$ cat config.mk
export PLATFORM = sky130hd
export DESIGN_NAME = brr_adpcm_block_decoder
export DESIGN_NICKNAME = d
export VERILOG_FILES = /design/src/rtl/brr_pkg.sv /design/src/rtl/brr_front.sv /design/src/rtl/brr_fifo.sv /design/src/rtl/brr_back.sv /design/src/rtl/brr_adpcm_block_decoder.sv
export SDC_FILE = /design/constraint.sdc
export NUM_CORES = 1
export LEC_CHECK = 0
export BUFFER_PORTS_ARGS = -buffer_cell sky130_fd_sc_hd__clkbuf_2
export CELL_PAD_IN_SITES_DETAIL_PLACEMENT = 0
export CELL_PAD_IN_SITES_GLOBAL_PLACEMENT = 2
export CORE_MARGIN = 1.5
export CORE_UTILIZATION = 35
export DETAILED_ROUTE_END_ITERATION = 6
export PLACE_DENSITY = 0.71
export SLEW_MARGIN = 30
export SYNTH_ARGS = -nofsm -noshare
export SYNTH_HDL_FRONTEND = slang
export SYNTH_HIERARCHICAL = 1
export SYNTH_SLANG_ARGS = --single-unit
$ cat constraint.sdc
create_clock -name clk -period 14.8 [get_ports clk]
set_clock_uncertainty 0.2 [all_clocks]
set_input_delay 2.96 -clock clk [delete_from_list [all_inputs] [get_ports clk]]
set_output_delay 2.96 -clock clk [all_outputs]
set_load 0.005 [all_outputs]
$ cat src/rtl/brr_pkg.sv
// brr_pkg: shared types and constants for the BRR ADPCM block decoder.
// Used by brr_front, brr_fifo, brr_back and brr_adpcm_block_decoder.
`timescale 1ns / 1ps

package brr_pkg;

	// Data bytes per block; position 0 is the header.
	localparam logic [3:0] LAST_POS = 4'd8;

	// Ranges above this saturate the nibble.
	localparam logic [3:0] RANGE_MAX = 4'd12;

	// Filter codes
	localparam logic [1:0] FILT_NONE = 2'd0;
	localparam logic [1:0] FILT_ONE  = 2'd1;
	localparam logic [1:0] FILT_TWO  = 2'd2;
	localparam logic [1:0] FILT_THREE = 2'd3;

	// Clamp limits of the undoubled sum and the value given above the upper one.
	localparam logic signed [19:0] SUM_LOW  = -20'sd32768;
	localparam logic signed [19:0] SUM_HIGH = 20'sd32767;
	localparam logic [15:0] SAMPLE_OVER = 16'hFFFE;

	// Saturated nibble for ranges above the maximum.
	localparam logic signed [15:0] NIB_SAT = -16'sd2048;

	// One data byte with the header settings of its block.
	typedef struct packed {
		logic [7:0] data;
		logic [3:0] shift_range;
		logic [1:0] filter_mode;
		logic       done;
		logic       hdr_end;
		logic       hdr_loop;
	} entry_t;

endpackage

$ cat src/rtl/brr_front.sv
// brr_front: accepts stream bytes, parses headers and tags data bytes.
// Depends on brr_pkg.
`timescale 1ns / 1ps

module brr_front (
	input  logic           clk,
	input  logic           arst_n,
	input  logic           in_valid,
	output logic           in_stall,
	input  logic [7:0]     data_byte,
	input  logic           key_on,
	input  logic           full,
	output logic           push,
	output brr_pkg::entry_t push_entry
);
	import brr_pkg::*;

	logic [3:0] pos_q;
	logic [3:0] range_q;
	logic [1:0] filter_q;
	logic       end_q;
	logic       loop_q;
	logic       accept;
	logic       is_header;

	assign in_stall  = full;
	assign accept    = in_valid && !full;
	assign is_header = (pos_q == 4'd0);
	assign push      = accept && !is_header;

	assign push_entry.data        = data_byte;
	assign push_entry.shift_range = range_q;
	assign push_entry.filter_mode = filter_q;
	assign push_entry.done        = (pos_q == LAST_POS);
	assign push_entry.hdr_end     = end_q;
	assign push_entry.hdr_loop    = loop_q;

	always_ff @(posedge clk or negedge arst_n) begin
		if (!arst_n) begin
			pos_q    <= 4'd0;
			range_q  <= 4'd0;
			filter_q <= FILT_NONE;
			end_q    <= 1'b0;
			loop_q   <= 1'b0;
		end else if (accept) begin
			if (is_header) begin
				// key-on zeroes range and filter but keeps the flags
				range_q  <= key_on ? 4'd0 : data_byte[7:4];
				filter_q <= key_on ? FILT_NONE : data_byte[3:2];
				loop_q   <= data_byte[1];
				end_q    <= data_byte[0];
				pos_q    <= 4'd1;
			end else begin
				pos_q <= (pos_q == LAST_POS) ? 4'd0 : pos_q + 4'd1;
			end
		end
	end

endmodule

$ cat src/rtl/brr_fifo.sv
// brr_fifo: short queue of tagged data bytes between front and back.
// Depends on brr_pkg.
`timescale 1ns / 1ps

module brr_fifo #(
	parameter int DEPTH = 2
) (
	input  logic            clk,
	input  logic            arst_n,
	input  logic            push,
	input  brr_pkg::entry_t push_entry,
	output logic            full,
	input  logic            pop,
	output logic            head_valid,
	output brr_pkg::entry_t head_entry
);
	import brr_pkg::*;

	localparam int AW = (DEPTH > 1) ? $clog2(DEPTH) : 1;
	localparam int CW = $clog2(DEPTH + 1);

	entry_t        mem_q [DEPTH];
	logic [AW-1:0] wr_q;
	logic [AW-1:0] rd_q;
	logic [CW-1:0] count_q;

	assign full       = (count_q == CW'(DEPTH));
	assign head_valid = (count_q != '0);
	assign head_entry = mem_q[rd_q];

	always_ff @(posedge clk) begin
		if (push) begin
			mem_q[wr_q] <= push_entry;
		end
	end

	always_ff @(posedge clk or negedge arst_n) begin
		if (!arst_n) begin
			wr_q    <= '0;
			rd_q    <= '0;
			count_q <= '0;
		end else begin
			if (push) begin
				wr_q <= (wr_q == AW'(DEPTH - 1)) ? '0 : wr_q + 1'b1;
			end
			if (pop) begin
				rd_q <= (rd_q == AW'(DEPTH - 1)) ? '0 : rd_q + 1'b1;
			end
			if (push && !pop) begin
				count_q <= count_q + 1'b1;
			end else if (pop && !push) begin
				count_q <= count_q - 1'b1;
			end
		end
	end

	a_no_overflow : assert property (@(posedge clk) disable iff (!arst_n) push |-> !full)
		else $error("brr_fifo: push while full");
	a_no_underflow : assert property (@(posedge clk) disable iff (!arst_n) pop |-> head_valid)
		else $error("brr_fifo: pop while empty");
	a_count_bound : assert property (@(posedge clk) disable iff (!arst_n)
		count_q <= CW'(DEPTH))
		else $error("brr_fifo: count beyond depth");

endmodule

$ cat src/rtl/brr_back.sv
// brr_back: decodes the two nibbles of each queued byte, one sample a cycle while not stalled,
// into an output register. Depends on brr_pkg.
`timescale 1ns / 1ps

module brr_back (
	input  logic            clk,
	input  logic            arst_n,
	input  logic            head_valid,
	input  brr_pkg::entry_t head_entry,
	output logic            pop,
	output logic            out_valid,
	input  logic            out_stall,
	output logic [15:0]     sample,
	output logic            last,
	output logic            block_done,
	output logic            end_flag,
	output logic            loop_flag
);
	import brr_pkg::*;

	logic               phase_q;
	logic               out_valid_q;
	logic signed [15:0] p1_q;
	logic signed [15:0] p2_q;
	logic [15:0]        sample_q;
	logic               last_q;
	logic               done_q;
	logic               end_q;
	logic               loop_q;

	logic               fire;
	logic [3:0]         nib;
	logic signed [15:0] nib_x;
	logic signed [15:0] shifted;
	logic signed [22:0] p1_x;
	logic signed [22:0] p2_x;
	logic signed [22:0] t_a;
	logic signed [22:0] t_b;
	logic signed [19:0] sum;
	logic [15:0]        result;
	logic               bd;

	assign fire = head_valid && (!out_valid_q || !out_stall);
	assign pop  = fire && phase_q;

	always_comb begin
		nib   = phase_q ? head_entry.data[3:0] : head_entry.data[7:4];
		nib_x = 16'($signed(nib));
		p1_x  = 23'(p1_q);
		p2_x  = 23'(p2_q);

		if (head_entry.shift_range == 4'd0) begin
			shifted = nib_x >>> 1;
		end else if (head_entry.shift_range <= RANGE_MAX) begin
			shifted = nib_x <<< (head_entry.shift_range - 4'd1);
		end else begin
			shifted = nib_x[15] ? NIB_SAT : 16'sd0;
		end

		unique case (head_entry.filter_mode)
			FILT_NONE: begin
				t_a = 23'sd0;
				t_b = 23'sd0;
			end
			FILT_ONE: begin
				t_a = (p1_x * 23'sd15) >>> 5;
				t_b = 23'sd0;
			end
			FILT_TWO: begin
				t_a = (p1_x * 23'sd61) >>> 6;
				t_b = (p2_x * 23'sd15) >>> 5;
			end
			FILT_THREE: begin
				t_a = (p1_x * 23'sd115) >>> 7;
				t_b = (p2_x * 23'sd13) >>> 5;
			end
			default: begin
				t_a = 23'sd0;
				t_b = 23'sd0;
			end
		endcase

		sum = 20'(shifted) + 20'(t_a) - 20'(t_b);

		// double, then saturate oddly outside the wrap window
		priority if (sum < SUM_LOW) begin
			result = 16'd0;
		end else if (sum > SUM_HIGH) begin
			result = SAMPLE_OVER;
		end else begin
			result = {sum[14:0], 1'b0};
		end

		bd = phase_q && head_entry.done;
	end

	always_ff @(posedge clk or negedge arst_n) begin
		if (!arst_n) begin
			phase_q     <= 1'b0;
			out_valid_q <= 1'b0;
			p1_q        <= 16'sd0;
			p2_q        <= 16'sd0;
		end else if (fire) begin
			phase_q     <= !phase_q;
			out_valid_q <= 1'b1;
			p1_q        <= $signed(result);
			p2_q        <= p1_q;
		end else if (!out_stall) begin
			out_valid_q <= 1'b0;
		end
	end

	always_ff @(posedge clk) begin
		if (fire) begin
			sample_q <= result;
			last_q   <= phase_q;
			done_q   <= bd;
			end_q    <= bd && head_entry.hdr_end;
			loop_q   <= bd && head_entry.hdr_loop;
		end
	end

	assign out_valid  = out_valid_q;
	assign sample     = sample_q;
	assign last       = last_q;
	assign block_done = done_q;
	assign end_flag   = end_q;
	assign loop_flag  = loop_q;

	a_done_is_last : assert property (@(posedge clk) disable iff (!arst_n)
		out_valid_q && done_q |-> last_q)
		else $error("brr_back: block_done on a high nibble");
	a_flags_need_done : assert property (@(posedge clk) disable iff (!arst_n)
		out_valid_q && (end_q || loop_q) |-> done_q)
		else $error("brr_back: flags without block_done");
	a_phase_follows : assert property (@(posedge clk) disable iff (!arst_n)
		fire && !phase_q |=> phase_q && out_valid_q && !last_q)
		else $error("brr_back: high nibble not followed by low phase");

endmodule

$ cat src/rtl/brr_adpcm_block_decoder.sv
// BRR ADPCM block decoder, top level: front parser, item queue, sample back end.
// An accepted data byte enters the queue; the back end registers its high-nibble sample, then its low-nibble one.
// The back end gives one sample per cycle unless the output stalls or the queue is empty;
// header bytes produce no sample.
// Reset (arst_n low, asynchronous): expects a header, range/filter/flags/history zero.
// Depends on brr_pkg, brr_front, brr_fifo, brr_back.
`timescale 1ns / 1ps

module brr_adpcm_block_decoder #(
	parameter int QUEUE_DEPTH = 2
) (
	input  logic        clk,
	input  logic        arst_n,
	input  logic        in_valid,
	output logic        in_stall,
	input  logic [7:0]  data_byte,
	input  logic        key_on,
	output logic        out_valid,
	input  logic        out_stall,
	output logic [15:0] sample,
	output logic        last,
	output logic        block_done,
	output logic        end_flag,
	output logic        loop_flag
);
	import brr_pkg::*;

	logic   full;
	logic   push;
	logic   pop;
	logic   head_valid;
	entry_t push_entry;
	entry_t head_entry;

	brr_front u_front (
		.clk        (clk),
		.arst_n     (arst_n),
		.in_valid   (in_valid),
		.in_stall   (in_stall),
		.data_byte  (data_byte),
		.key_on     (key_on),
		.full       (full),
		.push       (push),
		.push_entry (push_entry)
	);

	brr_fifo #(
		.DEPTH (QUEUE_DEPTH)
	) u_fifo (
		.clk        (clk),
		.arst_n     (arst_n),
		.push       (push),
		.push_entry (push_entry),
		.full       (full),
		.pop        (pop),
		.head_valid (head_valid),
		.head_entry (head_entry)
	);

	brr_back u_back (
		.clk        (clk),
		.arst_n     (arst_n),
		.head_valid (head_valid),
		.head_entry (head_entry),
		.pop        (pop),
		.out_valid  (out_valid),
		.out_stall  (out_stall),
		.sample     (sample),
		.last       (last),
		.block_done (block_done),
		.end_flag   (end_flag),
		.loop_flag  (loop_flag)
	);

endmodule

==> impl_metrics.toml, run 1 <==
[route]
wl_um = 35400
drc = 0
antenna_left = 0
drtIter0Drc = 499
first_pass_iters = 5
vias_per_cell = 4.95
dr_total_vias = 9990
wire_per_inst_um = 17.5

[cts]
h-tree-depth = 3
cts_sinks = 101
root_buffer = "clkbuf_16"
postCtsHoldBufs = 0
cts.path.max_buffers = 2
postCtsSetupBuffers = 0
clk_pin_slew_ns = 0.09
tritoncts = "yes"
cts_buffers = 9
clk_latency_ns = 0.36
ctsResizeCount = 0

[setup_path]
crit_path_start_kind = "flip-flop"
cp_slowest_cell = "a221oi_1"
crit_type = "flip-flop to flip-flop"
critical_path_buf_inv_count = 3
cp_max_fo = 15
critPathTopFamily = "compound AO/OA/AOI/OAI gates"
cp-end-kind = "flip-flop"
cp.required_ns = 14.71
crit_arrival_ns = 9.04
critPathMostFrequentCell = "ha_1"
slowest_delay_ns = 0.67

[timing]
tightest_slew_ns = 1.00
maxSlewHeadroom_pct = 32.2
tns_ns = 0
rsz0062_at_grt = "false"
post-route-period-util_pct = 61.7
finalCriticalPeriod_ns = 9.13
drv_slew = 0
fmax_mhz = 110
hold_viol_final = 0
setup_viol_count_final = 0

[synth]
syn_avg_cell_area_um2 = 9.26
ys_seq_elements = 101
synth_edf_count = 53
ys.flop_type = "edfxtp_1"
synth_area_um2 = 13700
netlist_instances = 1482
syn-num-nets = 1803
seq_area_frac_synth_pct = 20.4
yosysUniqueCellTypes = 78
synth_warnings = 6
async_reset_ff_share_pct = 47.5

[floorplan]
start_util_pct = 35.5
row_count = 72
die_w_um = 201
dieArea_um2 = 40400
pin_count = 35
core_area_um2 = 38600
fp.dieH_um = 201

[final_layout]
n_antenna_cell = 0
final_cell_mix = "278 x inv_1, 185 x ha_1, 123 x fa_1, 100 x nand2_1, 85 x nor2_1"
layout_commonest_cell = "inv_1"
layout.nets = 1815
area_growth_pct = 6.97
drive_above_1_share_pct = 7.34

[grt]
antenna_found_initial = 0
grt.total_usage_pct = 18.2
overflow = 0
grt_max_degree = 49
grt_pass1_vias = 10700
grt_pass1_wl_um = 58000

[placement]
gp_congestion = 0.888
hpwl_um = 29500
portBuffers = 33

[run]
cap_violations = 0

[worst_hold_path]
hold_path.class = "flip-flop to flip-flop"

[outcome]
outcome = "complete, no violations"
## metal layers
layer	global-route usage, %	routed length, um	vias up
met4	4.54	668	0
li1	-	-	5003
met2	31.3	17100	107
met1	24.8	16900	4848
met3	1.23	664	32
met5	0	0	-
## sequential cells by signal, summed over array words and instances (netlist names), 2 cells and up
register,cells
u_back/sample,15
u_fifo/count_q,2
u_back/p2_q,15
u_front/filter_q,2
u_front/pos_q,4
u_front/range_q,4
u_fifo/mem_q,34
u_back/p1_q,15
## logic make-up after synthesis
group / share of synthesized area, %
muxes: 3.46
xor gates and xnor gates: 7.26
DFF: 20.4
adders and majority gates: 34.8
other: 0.0273
AOI/OAI and AO/OA: 14.6
buffers and inverters: 9.27
and+or+nand+nor: 10.2
## synth_stat cells (all sizes together) (7+ instances only)
library cell | instances | area [um2]
or3 | 8 | 50.1
nand2b | 10 | 70.1
mux2i | 8 | 80.1
a21oi | 77 | 385
nand3 | 13 | 65.1
a21o | 31 | 233
nor2b | 17 | 106
dfrtp | 48 | 1200
o21ai | 66 | 330
o211ai | 9 | 67.6
xor2 | 57 | 499
nor2 | 87 | 332
inv | 279 | 1050
a211oi | 10 | 75.1
nand4 | 7 | 43.8
and2 | 8 | 50.1
ha | 185 | 2310
nand2 | 101 | 382
mux2 | 32 | 394
and3 | 7 | 43.8
clkbuf | 22 | 82.6
xnor2 | 54 | 473
a31oi | 11 | 68.8
nor3 | 15 | 75.1
o22ai | 14 | 87.6
buf | 17 | 141
fa | 123 | 2460
o21a | 13 | 97.6
o31ai | 8 | 65.1
edfxtp | 53 | 1590
## stage by stage
step	cell area [um2]	cells	util (%)	setup slack, ns	hold slack, ns
floorplan	13700	1482	-	7.02	0.223
global placement	14400	2001	37.2	5.78	0.248
detailed placement	14400	2001	37.2	5.71	0.251
CTS	14700	2017	38.0	5.68	0.267
global route	14700	2017	38.0	5.06	0.292
finish	14700	2017	38.0	5.67	0.270
## layout make-up
class                   count  area, um2
clock inverters             7       88.8
multi-input cells        1063       9650
repair buffers             40        218
inverters                 279       1050
fillers                  3935      24000
clock buffers               9        225
flip-flops and latches    101       2790
well taps                 518        648
## path summary, 6_finish.rpt
check,from,endpoint,slack [ns],cells past startpoint
min in group asynchronous,arst_n,u_back/p1_q[4],2.53,2
max reg2reg,u_back/p1_q[3],u_back/sample[9],5.67,29
max,u_back/p1_q[3],u_back/sample[9],5.67,29
min reg2reg,u_front/range_q[3],u_fifo/mem_q[1][8],0.27,0
max in group asynchronous,arst_n,u_front/range_q[3],11.38,2
min,u_front/range_q[3],u_fifo/mem_q[1][8],0.27,0
Power of run 1 is left out: the tool's default activity adds up to more than one toggle a clock period on the data nets, which glitch-free logic cannot reach.
==> inputs of run 2 (changes only) <==
Settings changed: PLACE_DENSITY 0.71 to 0.74.
Clock period 14.8 ns to 7.7 ns, I/O delays scaled along.
==> run 2 against run 1 <==
Net effect: sequential share of layout area shrank 2.7 points; worst hold slack gained 0.0042 ns; wire length grew 8.3%; critical path depth grew 1; first-iteration DRC count shrank 18%; count of clock-buffer cells in the layout is the same; flip-flop and latch count is the same; register-to-register slack lost 5.5 ns; critical path type unchanged.
==> impl_metrics.toml, run 2 (synthesis gave the netlist of run 1 again) <==
[timing]
maxSlewHeadroom_pct = 43.8
fmax_mhz = 133
hold_viol_final = 0
tightest_slew_ns = 0.837
rsz0062_at_grt = "true"
drv_slew = 0
setup_viol_count_final = 0
finalWorstSetupSlack_ns = 0.163
finalCriticalPeriod_ns = 7.54
hold_slack_ns = 0.275
post-route-period-util_pct = 97.9

[setup_path]
crit_type = "flip-flop to flip-flop"
cp_slowest_cell = "fa_1"
regToRegSetupSlack_ns = 0.16
cp.required_ns = 7.78
critPathTopFamily = "compound AO/OA/AOI/OAI gates"
r2r-end = "u_back/p1_q[4]"
critical_path_buf_inv_count = 5
cp_max_fo = 8
rr_worst_depth = 30
startpoint = "u_back/p1_q[4]"
crit_path_start_kind = "flip-flop"
critPathMostFrequentCell = "ha_4"
crit_arrival_ns = 7.62
reg2reg_from = "u_back/p1_q[4]"
slowest_delay_ns = 0.56
cp-end-kind = "flip-flop"

[placement]
portBuffers = 33
hpwl_um = 31100
pre_cts_slack_ns = -0.483
gp_congestion = 0.884

[final_layout]
layout.nets = 1988
seqCellArea_um2 = 2810
regMostFlops = "u_fifo/mem_q"
area_growth_pct = 25.4
nFillCells = 3674
layout_commonest_cell = "inv_1"
largest_reg_flops = 34
multi_input_area_um2 = 10800
n_antenna_cell = 0
drive_above_1_share_pct = 26.6
final_cell_mix = "265 x inv_1, 167 x buf_4, 143 x ha_1, 122 x fa_1, 97 x nand2_1"

[cts]
cts_buffers = 9
cts.path.max_buffers = 2
cts_sinks = 101
clk_pin_slew_ns = 0.09
clk_latency_ns = 0.37
tritoncts = "yes"
root_buffer = "clkbuf_16"
h-tree-depth = 3
postCtsHoldBufs = 0

[worst_hold_path]
hold_path.class = "flip-flop to flip-flop"
hold-path-endpoint = "u_fifo/mem_q[0][6]"
hold_start = "u_front/range_q[1]"
min_path_cells = 0

[grt]
grt.total_usage_pct = 18.7
grt_max_degree = 49
overflow = 0
grt_pass1_wl_um = 58900
antenna_found_initial = 0
grt_pass1_vias = 11000

[floorplan]
start_util_pct = 35.5
pin_count = 35
row_count = 72
fp.dieH_um = 201
dieArea_um2 = 40400
die_w_um = 201
core_area_um2 = 38600

[route]
wl_um = 38300
vias_per_cell = 4.89
drc = 0
drtIter0Drc = 411
dr_total_vias = 10700
antenna_left = 0
first_pass_iters = 5
wire_per_inst_um = 17.5

[outcome]
outcome = "complete, no violations"

[run]
cap_violations = 0
## run 2: cell types whose count changed in the layout (fill, tap and decap cells not counted), moves of 13 or more
cell and change:
nor2_1 -17, a21oi_1 -17, o21ai_0 -15, a21oi_2 +15, buf_4 +160, ha_1 -42
ha_4 +36, inv_1 -13
## run 2: metrics by stage
stage                     cell area [um2]  util (%)  setup TNS (ns)  std cells
after floorplan                     13700         -               0       1482
after global placement              15500      40.1           -6.39       2152
after detailed placement            15500      40.1          -12.43       2152
after CTS                           16000      41.3               0       2170
after global routing                17200      44.5           -1.35       2190
final                               17200      44.5               0       2190
## run 2: area by class of cell
type                            count  share of cell area, %
Multi-Input combinational cell   1064                   62.9
Sequential cell                   101                   16.3
Tap cell                          518                   3.77
Clock buffer                        9                   1.31
Clock inverter                      7                  0.502
Inverter                          279                   6.10
Timing Repair Buffer              212                   9.08
## run 2: worst register-to-register path: cells and delay by family (launching register included)
kind | cells | cell delay, ns
compound gates | 13 | 3.13
buf+inv | 5 | 0.46
fa+ha+maj | 7 | 2.41
xor+xnor | 2 | 0.31
flops | 1 | 0.48
simple gates | 3 | 0.46
## run 2: metal layers
metal	track usage, %	up-vias	part of all wire [%]	wire length (um)
li1	-	5359	-	-
met2	32.8	101	50	19100
met3	1.48	31	1.4	555
met1	25.3	5211	48	18200
met4	3.20	0	1.3	481
met5	0	-	0	0
## run 2: worst max path at each step
stage,end,slack [ns],cells past startpoint
6_report,u_back/p1_q[4],0.16,30
5_1_grt,u_back/sample[11],-0.08,31
4_1_cts,u_back/p1_q[2],0.001,31
3_5_place_dp,u_back/sample[9],-0.48,31
2_1_floorplan,u_back/sample[12],0.02,31
3_3_place_gp,u_back/sample[5],-0.26,31
## run 2: timing repair
item | 4_1_cts | 5_1_grt
setup buffers | 2 | 22
resized for setup | 38 | 197
pin swaps | 6 | 95
endpoints found under the setup margin | 30 | 30
endpoints found under the hold margin | 0 | 0
cloned | 0 | 2
Power of run 2 is left out for the same reason.
